$ cat src/rtl/gsp_pkg.sv
// gsp_pkg: shared types and constants for the shortest-path graph block.
// Used by gsp_ctrl, gsp_dp and weighted_graph_shortest_paths.
`default_nettype none
package gsp_pkg;

  localparam int NV_DEFAULT = 16;
  localparam int MAX_OUT    = 16;
  localparam logic [23:0] DIST_MAX  = 24'hFFFFFF;
  localparam logic [4:0]  PRED_NONE = 5'h1F;
  localparam logic [4:0]  VCOUNT_RESET = 5'd16;
  localparam logic [6:0]  EDGE_LIMIT = 7'd120;

  typedef enum logic [1:0] {
    OP_INSERT = 2'd0,
    OP_REMOVE = 2'd1,
    OP_QUERY  = 2'd2,
    OP_PATHS  = 2'd3
  } op_t;

  typedef enum logic [1:0] {
    ST_OK       = 2'd0,
    ST_CONFLICT = 2'd1,
    ST_INVALID  = 2'd2
  } status_t;

  typedef enum logic [3:0] {
    S_CLEAR, S_IDLE, S_DISPATCH, S_READ, S_CHECK, S_WR2, S_RESP,
    S_INIT, S_SCAN, S_RELAX, S_EMIT
  } state_t;

  typedef struct packed {
    logic clear;
    logic latch;
    logic set_err;
    logic check;
    logic wr2;
    logic resp;
    logic init;
    logic scan;
    logic relax;
    logic emit;
  } cmd_t;

  typedef struct packed {
    logic clear_done;
    logic bad;
    op_t  op;
    logic do_wr2;
    logic scan_done;
    logic found;
    logic relax_last;
    logic emit_last;
    logic out_free;
  } sts_t;

endpackage
`default_nettype wire

$ cat src/rtl/gsp_ctrl.sv
// gsp_ctrl: sequencer for matrix clear, edge operations and the path search.
// Depends on gsp_pkg; drives gsp_dp through cmd_t and reads sts_t.
`default_nettype none
module gsp_ctrl
  import gsp_pkg::*;
(
  input  wire  logic clk,
  input  wire  logic rst,
  input  wire  logic s_tvalid,
  output logic       s_tready,
  output cmd_t       cmd,
  input  wire  sts_t sts
);

  state_t state, state_next;

  always_ff @(posedge clk) begin
    if (rst) begin
      state <= S_CLEAR;
    end else begin
      state <= state_next;
    end
  end

  always_comb begin
    state_next = state;
    cmd        = '0;
    s_tready   = 1'b0;
    unique case (state)
      S_CLEAR: begin
        cmd.clear = 1'b1;
        if (sts.clear_done) state_next = S_IDLE;
      end
      S_IDLE: begin
        s_tready = 1'b1;
        if (s_tvalid) begin
          cmd.latch  = 1'b1;
          state_next = S_DISPATCH;
        end
      end
      S_DISPATCH: begin
        if (sts.bad) begin
          cmd.set_err = 1'b1;
          state_next  = S_RESP;
        end else if (sts.op == OP_PATHS) begin
          state_next = S_INIT;
        end else begin
          state_next = S_READ;
        end
      end
      S_READ:  state_next = S_CHECK;
      S_CHECK: begin
        cmd.check  = 1'b1;
        state_next = sts.do_wr2 ? S_WR2 : S_RESP;
      end
      S_WR2: begin
        cmd.wr2    = 1'b1;
        state_next = S_RESP;
      end
      S_RESP: begin
        cmd.resp = 1'b1;
        if (sts.out_free) state_next = S_IDLE;
      end
      S_INIT: begin
        cmd.init   = 1'b1;
        state_next = S_SCAN;
      end
      S_SCAN: begin
        cmd.scan = 1'b1;
        if (sts.scan_done) state_next = sts.found ? S_RELAX : S_EMIT;
      end
      S_RELAX: begin
        cmd.relax = 1'b1;
        if (sts.relax_last) state_next = S_SCAN;
      end
      S_EMIT: begin
        cmd.emit = 1'b1;
        if (sts.out_free && sts.emit_last) state_next = S_IDLE;
      end
      default: state_next = S_CLEAR;
    endcase
  end

endmodule
`default_nettype wire

$ cat config.mk
export PLATFORM = sky130hd
export DESIGN_NAME = gsp_ctrl
export DESIGN_NICKNAME = d
export VERILOG_FILES = /design/src/rtl/gsp_pkg.sv /design/src/rtl/gsp_ctrl.sv
export SDC_FILE = /design/constraint.sdc
export NUM_CORES = 1
export LEC_CHECK = 0
export BUFFER_PORTS_ARGS = -buffer_cell sky130_fd_sc_hd__buf_2
export CORE_AREA = 3 3 40 42
export CTS_BUF_LIST = sky130_fd_sc_hd__clkbuf_16
export CTS_CLUSTER_DIAMETER = 100
export DETAILED_ROUTE_END_ITERATION = 6
export DIE_AREA = 0 0 43 45
export HOLD_SLACK_MARGIN = 0.06
export MAX_ROUTING_LAYER = met4
export PLACE_DENSITY = 0.6
export SLEW_MARGIN = 5
export SYNTH_ARGS = -nofsm -noshare
export SYNTH_HDL_FRONTEND = slang
export SYNTH_SLANG_ARGS = --single-unit
$ cat constraint.sdc
create_clock -name clk -period 2.3 [get_ports clk]
set_input_delay 0.23 -clock clk [delete_from_list [all_inputs] [get_ports clk]]
set_output_delay 0.23 -clock clk [all_outputs]
set_load 0.02 [all_outputs]
==> results.md, run 1 <==
- Hold WS: 0.2510 ns
- Antenna violations before repair: 0
- First-pass GRT wire length: 1814 um
- Register area share after synthesis: 18.08%
- Number of enable flip-flop cells after synthesis: 0
- Initial Util: 34.47%
- Total GRT Usage: 13.04%
- Max Freq: 0.5889 GHz
- Setup Fix Bufs, Post-CTS: 0
- Worst Clk Skew: 0.0006282 ns
- DR pass1 iterations: 4
- Via Count: 494
- FFs w/ async S/R, synth: 0%
- Die H: 45 um
- Routed WL: 1159 um
- Top reg by flops: state
- Cells after DPL: 94
- Top-Level Pins: 24
- Synth Flop Type: dfxtp_1
- Post-Synthesis Cells: 59
- Die area: 1935 um2
- Relative slew margins: 65.38%
- Crit path capture type: output pin
- Post-layout util: 49.76%
- Antenna diodes: 0
- Vias in the first global route: 431
- Vias per cell: 5.093
- Arr. time, crit path: 1.47 ns
- Total CTS buffers: 3
- DRC errors left: 0
- Post-DP HPWL: 895.9 um
- Post-CTS Hold Buffers: 0
- Syn Nets: 72
- Clk sinks: 4
- Dpl ws: 0.8203 ns
- Setup tns final: 0 ns
- Core area: 1285 um2
- Total power: 0.7379 mW
- IO Port Bufs: 23
- Clock Pin Slew Worst Setup and Hold Paths: 0.03 ns
- Status: finished, final reports clean
- Pwr/cell area: 1154 nW/um2
- CTS max path bufs: 2
- Yosys cell types: 27
- Mapped Area: 442.9 um2
- Period utilization: 73.83%
- Layout cells sized above 1: 40.24%
- Final hold vios: 0
- Min Tclk post-route: 1.698 ns
- # resized after CTS: 0
- ANT nets after route: 0
- Critical path type: reg2out
- Least-Margin Pin Slew: 0.5186 ns
- Remaining Overflow, GRT: 0
- Root Buffer: clkbuf_16
- GP Congestion: 0.7278
- Final Net Count: 97
- RSZ-0062 raised after global routing: no
- Area Overhead vs Synth: 44.35%
- R2R depth: 4
- Synth warn: 0
- Final setup violation count: 0
- LEAKAGE: 0.2832 nW
- Placed Area: 564.3 um2
- Row Count: 13
- Max reg flops: 4
- Max Cap Viol: 0
- Design area: 639.4 um2
- Largest net degree at the start of global routing: 15
- Fin. max-slew vios: 0
- H-tree depth: 1
- Worst hold path class: in2reg
- Worst skew pair latency: 0.22 ns
- Largest regs: state: 4 flops
- TritonCTS clock tree: done
- Die width: 43 um
- Worst Path Required: 2.07 ns
- Yosys reg bits: 4
- Final setup margin: 0.6018 ns
- Type of origin of the critical path: flop
- Peak VDD IR: 486.2 uV
- Final Non-Filler Cells: 97
- Mean Syn Cell Area: 7.507 um2
- WHS Path Cells: 2
- Max FO, Critical Path: 14
- Per-cell routed wire length: 11.95 um
- Iteration-0 DRC Markers: 7
## layer usage
layer  part of all wire [%]  track usage (%)
met2                     50            20.36
met1                     43            15.66
met5                      0                -
met3                    7.2            6.375
met4                      0            1.807
## cells by family after synthesis
logic type / after synthesis / share of synthesized area, %
AO/OA/AOI/OAI: 15 / 31.92
buffers and inverters: 7 / 7.911
flip-flops: 4 / 18.08
multiplexers: 1 / 2.260
AND/OR/NAND/NOR: 32 / 39.84
## layout make-up
type | count | area, um2
Clock buffer | 3 | 75.07
Sequential cell | 4 | 80.08
Fill cell | 133 | 645.6
Tap cell | 15 | 18.77
Multi-Input combinational cell | 48 | 327.8
Inverter | 2 | 7.507
Timing Repair Buffer | 25 | 130.1
## cells in the final DEF (no fill, tap or decap)
| cell type | instances |
|---|---|
| nor3b_1 | 1 |
| nor3b_2 | 1 |
| a211oi_1 | 1 |
| and3_1 | 1 |
| a31oi_1 | 1 |
| and2_1 | 1 |
| nor2b_1 | 2 |
| nor3_1 | 6 |
| nand2_1 | 2 |
| inv_1 | 2 |
| nand2b_1 | 5 |
| o31a_1 | 1 |
| nand3b_1 | 1 |
| o21ai_0 | 3 |
| o41ai_1 | 1 |
| nor2_1 | 10 |
| dfxtp_1 | 4 |
| a22o_1 | 1 |
| or2_4 | 1 |
| a21oi_1 | 3 |
| a2111oi_4 | 2 |
| o221ai_1 | 1 |
| mux2i_1 | 1 |
| nor2b_2 | 1 |
| buf_2 | 23 |
| clkbuf_16 | 3 |
| buf_4 | 2 |
| o31ai_1 | 1 |
## worst paths after layout
path	start	endpoint	slack, ns
worst max-delay path	state[0]	cmd[8]	0.60
worst min-delay path	rst	state[2]	0.25
worst max register to register	state[1]	state[1]	0.82
worst min register to register	state[3]	state[2]	0.64
## cell usage after synthesis (2+ instances only)
library cell,number,area [um2]
nor2_1,10,37.54
nor3_1,6,30.03
nand2b_1,5,31.28
buf_2,4,20.02
dfxtp_1,4,80.08
a21oi_1,3,15.01
o21ai_0,3,15.01
a2111oi_4,2,55.05
inv_1,2,7.510
nand2_1,2,7.510
nor2b_1,2,12.51
## worst max-delay path, stage by stage, from the launching register on
cell,delay (ns)
dfxtp_1,0.63
nand2b_1,0.20
nor2_1,0.14
and2_1,0.12
buf_2,0.15
## where the power goes
group          internal, mW  switching, mW  leakage [nW]  total [mW]
clock network         0.222         0.0481        0.0370       0.270
logic                 0.138          0.172         0.214       0.310
registers            0.0900         0.0680        0.0327       0.158
No activity file was read; power rests on OpenSTA's default activity.
==> inputs of run 2 (changes only) <==
- clock period: 2.3 -> 1.6 ns (I/O delays scaled with it)
==> results.md, run 2 (synthesis gave the netlist of run 1 again) <==
- Clock Pin Slew Worst Setup and Hold Paths: 0.03 ns (about the same)
- First-pass GRT wire length: 2021 um (+11%)
- TritonCTS clock tree: done
- Initial Util: 34.47% (unchanged)
- Clk sinks: 4 (unchanged)
- LEAKAGE: 0.2994 nW (+5.7%)
- Design area: 665.6 um2 (+4.1%)
- Worst skew pair latency: 0.22 ns (about the same)
- Least-Margin Pin Slew: 0.3607 ns (-0.1579 ns)
- Reg2reg setup slack: 0.23 ns (-0.59 ns)
- Antenna violations before repair: 0 (unchanged)
- Final hold vios: 0 (unchanged)
- Critical R2R Capture: state[1]
- Psw: 0.4313 mW (+50%)
- Die H: 45 um (unchanged)
- Relative slew margins: 75.92% (+11 points)
- Crit path from: state[3]
- Period utilization: 93.95%
- Final setup violation count: 0 (unchanged)
- ANT nets after route: 0 (unchanged)
- WHS Path Cells: 2 (unchanged)
- Routed WL: 1222 um (+5.4%)
- Fin. max-slew vios: 0 (unchanged)
- Worst Path Required: 1.44 ns (-0.63 ns)
- Sequential power share: 16.0% (-5.4 points)
- Placed Area: 586.8 um2 (+4.0%)
- Worst Clk Skew: 0.001931 ns (+0.001303 ns)
- Most frequent cells in the layout: 23 x buf_2, 9 x nor2_1, 6 x nor3_1
- Iteration-0 DRC Markers: 9 (+2)
- Arr. time, crit path: 1.34 ns (-0.13 ns)
- Remaining Overflow, GRT: 0 (unchanged)
- Max FO, Critical Path: 11 (-3)
- Via Count: 516 (+4.5%)
- Total CTS buffers: 3 (unchanged)
- Per-cell routed wire length: 12.22 um (+2.3%)
- Max Cap Viol: 0 (unchanged)
- Top-Level Pins: 24 (unchanged)
- Power share of the clock group: 34.9% (-1.7 points)
- Hold path startpoint: rst
- Max Freq: 0.6653 GHz
- Largest net degree at the start of global routing: 12 (-3)
- Post-DP HPWL: 948.1 um (+5.8%)
- Vias per cell: 5.160 (+1.3%)
- Layout cells sized above 1: 44.71% (+4.5 points)
- DRC errors left: 0 (unchanged)
- Die width: 43 um (unchanged)
- P_int: 0.6836 mW (+52%)
- Top reg by flops: state
- Worst r2r src: state[2]
- Core area: 1285 um2 (unchanged)
- Root Buffer: clkbuf_16
- Peak VDD IR: 792.6 uV (+63%)
- Critical path type: reg2out
- Vias in the first global route: 480 (+11%)
- Antenna diodes: 0 (unchanged)
- Total GRT Usage: 13.97% (+0.93 points)
- Pwr/cell area: 1675 nW/um2 (+45%)
- Gate power share: 49.1% (+7.1 points)
- Worst hold path class: in2reg
- Final Net Count: 100 (+3.1%)
- DR pass1 iterations: 4 (unchanged)
- Sw Ratio: 38.69% (-0.31 points)
- Crit path capture type: output pin
- IO Port Bufs: 23 (unchanged)
- Setup tns final: 0 ns (unchanged)
- Min Tclk post-route: 1.503 ns
- H-tree depth: 1 (unchanged)
- Largest regs: state: 4 flops
- GP Congestion: 0.7756 (+6.6%)
- Worst Hold Path EP: state[2]
- Type of origin of the critical path: flop
- CTS max path bufs: 2 (unchanged)
- Area Overhead vs Synth: 50.28%
- Row Count: 13 (unchanged)
- RSZ-0062 raised after global routing: no
- Max reg flops: 4 (unchanged)
- Post-CTS Hold Buffers: 0 (unchanged)
- R2R depth: 4 (unchanged)
- Commonest non-fill, non-tap cell in the layout: buf_2
- Status: finished, final reports clean
- Die area: 1935 um2 (unchanged)
## run 2: changes by cell type in the layout (fill, tap and decap cells not counted)
cell	previous run	this run
dfxtp_1	4	3
buf_4	2	5
dfxtp_2	0	1
nor2_2	0	1
nor2_1	10	9
## run 2: power groups by stage
stage,clock [mW],combinational (mW),sequential (mW)
floorplan,0,0.409,0.159
global route,0.398,0.611,0.183
finish,0.389,0.547,0.178
detailed placement,0,0.546,0.180
CTS,0.393,0.549,0.178
global placement,0,0.546,0.179
## run 2: timing repair
item / in CTS / in global routing
gates cloned: 0 / 0
setup buffers: 0 / 0
resized for setup: 1 / 1
endpoints found under the setup margin: 1 / 1
## run 2: worst max-delay path by stage
| stage | to | slack [ns] | depth (start not counted) |
|---|---|---|---|
| after floorplan | cmd[8] | 0.22 | 4 |
| after global placement | state[1] | 0.22 | 4 |
| after detailed placement | cmd[8] | 0.22 | 5 |
| after CTS | cmd[8] | 0.09 | 5 |
| after global routing | cmd[8] | 0.003 | 5 |
| final | cmd[8] | 0.1 | 5 |
## run 2: layer usage
layer / share of wire, % / wire length (um) / GRT usage, % / vias to the layer above
met5: 0 / 0 / - / -
met4: 0 / 0 / 3.614 / 0
met3: 4.4 / 54 / 3.586 / 0
met2: 50 / 607 / 23.05 / 12
met1: 46 / 560 / 17.07 / 239
li1: - / - / - / 265
## run 2: final cells by class
type                       count  area, um2
fill                         131      619.3
multi-input combinational     48      330.3
timing repair buffer          28      152.6
sequential                     4      81.33
clock buffer                   3      75.07
tap                           15      18.77
inverter                       2      7.507
## run 2: stage by stage
stage               setup WS (ns)  total power [mW]  std cells  hold slack, ns  util (%)
finish                    0.09685             1.115        100          0.1920     51.80
global route             0.002835             1.192        100          0.2146     51.80
CTS                       0.09294             1.120        100          0.1934     51.61
detailed placement         0.2175            0.7269         97          0.4216     45.67
global placement           0.2194            0.7258         97          0.4184     45.67
floorplan                  0.2154            0.5674         59          0.2368         -
## run 2: worst max-delay path: stages (launching register included)
cell and delay (ns):
dfxtp_2 0.40, buf_4 0.20, nand2b_1 0.18, nor2_2 0.05, and2_1 0.14, buf_2 0.15
==> inputs of run 3 (changes only) <==
- CORE_AREA: 3 3 40 42 -> default
- CORE_MARGIN: default -> 3
- CORE_UTILIZATION: default -> 25
- DIE_AREA: 0 0 43 45 -> default
- PLACE_DENSITY: 0.6 -> 0.47
==> results.md, run 3 (synthesis gave the netlist of run 1 again) <==
- Top reg by flops: state
- Layout cells sized above 1: 44.71% (unchanged)
- Met1 Usage GRT: 14.51% (-2.6 points)
- Met2 Usage GRT: 19.53% (-3.5 points)
- Commonest non-fill, non-tap cell in the layout: buf_2
- TritonCTS clock tree: done
- H-tree depth: 1 (unchanged)
- Final hold vios: 0 (unchanged)
- Max Freq: 0.7166 GHz (+7.7%)
- Arr. time, crit path: 1.24 ns (-0.10 ns)
- Critical path type: reg2out
- Reg2reg setup slack: 0.28 ns (+0.05 ns)
- CTS max path bufs: 2 (unchanged)
- Type of origin of the critical path: flop
- Root Buffer: clkbuf_16
- Dpl ws: 0.1759 ns (-0.04157 ns)
- Remaining Overflow, GRT: 0 (unchanged)
- Worst Clk Skew: 0.001054 ns (-0.0008773 ns)
- Status: finished, final reports clean
- Worst-path cell chain: nand2b_1, nor2_1, and2_1, buf_2
- Sequential cell area: 82.58 um2 (+1.5%)
- Post-DP HPWL: 967.2 um (+2.0%)
- # fillers: 172 (+31%)
- Post-CTS Hold Buffers: 0 (unchanged)
- Core area: 1594 um2 (+24%)
- Clock Pin Slew Worst Setup and Hold Paths: 0.03 ns (about the same)
- Crit-path slowest cell: dfxtp_2
- Antenna violations before repair: 0 (unchanged)
- Final setup violation count: 0 (unchanged)
- Most frequent cells in the layout: 23 x buf_2, 10 x nor2_1, 6 x nor3_1
- ANT nets after route: 0 (unchanged)
- Final Net Count: 100 (unchanged)
- Crit path capture type: output pin
- IO Port Bufs: 23 (unchanged)
- Area Overhead vs Synth: 52.54%
- Relative slew margins: 82.29% (+6.4 points)
- Antenna diodes: 0 (unchanged)
- Multi-input logic area: 327.8 um2 (-0.76%)
- LEAKAGE: 0.2998 nW (+0.13%)
- First-pass GRT wire length: 1932 um (-4.4%)
- Placed Area: 598.1 um2 (+1.9%)
- Final setup margin: 0.2045 ns (+0.1077 ns)
- Clk sinks: 4 (unchanged)
- Setup tns final: 0 ns (unchanged)
- Die H: 48.09 um (+6.9%)
- M3 GR Usage: 5.535% (+1.9 points)
- Vias per cell: 4.642 (-10%)
- Die width: 48.09 um (+12%)
- GP Congestion: 0.7298 (-5.9%)
- Slowest cell delay on critical path: 0.44 ns (+0.04 ns)
- Pwr/cell area: 1645 nW/um2 (-1.8%)
- Least-Margin Pin Slew: 0.2622 ns (-0.09849 ns)
- Design area: 675.6 um2 (+1.5%)
- Max reg flops: 4 (unchanged)
- Via Count: 506 (-1.9%)
- Die area: 2313 um2 (+20%)
- Min Tclk post-route: 1.395 ns (-0.1077 ns)
- Initial Util: 27.79% (-6.7 points)
- Fin. max-slew vios: 0 (unchanged)
- DRC errors left: 0 (unchanged)
- Period utilization: 87.22% (-6.7 points)
- Worst hold path class: in2reg
- Max Cap Viol: 0 (unchanged)
- Largest regs: state: 4 flops
- Row Count: 14 (+1)
- Routed WL: 1230 um (+0.65%)
- Top-Level Pins: 24 (unchanged)
- Vias in the first global route: 450 (-6.3%)
- Total GRT Usage: 12.47% (-1.5 points)
- Worst Path Required: 1.44 ns (about the same)
- Setup Fix Bufs, Post-CTS: 0 (unchanged)
- RSZ-0062 raised after global routing: no
- Per-cell routed wire length: 11.28 um (-7.7%)
- Largest net degree at the start of global routing: 13 (+1)
- Iteration-0 DRC Markers: 15 (+6)
- Total CTS buffers: 3 (unchanged)
- Peak VDD IR: 643.8 uV (-19%)
- Worst skew pair latency: 0.22 ns (about the same)
- Max FO, Critical Path: 9 (-2)
- DR pass1 iterations: 3 (-1)
- Most crowded layer after global routing: met2
run 3: final timing paths:
check	cells past startpoint	endpoint	from
worst min register to register	3	state[2]	state[2]
worst max register to register	4	state[1]	state[1]
worst max-delay path	4	cmd[8]	state[3]
worst min-delay path	2	state[2]	rst
run 3: power breakdown:
group          leakage (nW)  total (mW)  switching [mW]  internal, mW
clock network        0.0370       0.390          0.0702         0.319
logic                 0.229       0.546           0.314         0.233
registers            0.0335       0.176          0.0432         0.133
run 3: timing repair:
action | CTS | global route
hold endpoints to repair | 0 | 0
gates resized for setup | 0 | 2
setup endpoints to repair | 0 | 2
run 3: metrics by stage:
| step | utilization (%) | total power [mW] | hold slack (ns) | instances |
|---|---|---|---|---|
| after floorplan | - | 0.5674 | 0.2368 | 59 |
| final | 42.39 | 1.112 | 0.1798 | 109 |
| after global routing | 42.39 | 1.194 | 0.1965 | 109 |
| after global placement | 37.52 | 0.7360 | 0.4146 | 106 |
| after CTS | 42.23 | 1.123 | 0.1734 | 109 |
| after detailed placement | 37.52 | 0.7234 | 0.4069 | 106 |
run 3: per-layer routing:
layer | wire length [um] | part of all wire [%] | up-vias
li1 | - | - | 262
met4 | 0 | 0 | 0
met5 | 0 | 0 | -
met3 | 74 | 6.0 | 0
met2 | 548 | 45 | 15
met1 | 606 | 49 | 229
run 3: critical path, delay by kind of cell, from the launching register on:
kind / cells / cell delay [ns]
simple gates: 3 / 0.41
flops: 1 / 0.44
buf+inv: 1 / 0.15
run 3: layout make-up:
class / count / area share, %
Clock buffer: 3 / 11.11
Inverter: 2 / 1.111
Multi-Input combinational cell: 48 / 48.52
Sequential cell: 4 / 12.22
Tap cell: 24 / 4.444
Timing Repair Buffer: 28 / 22.59
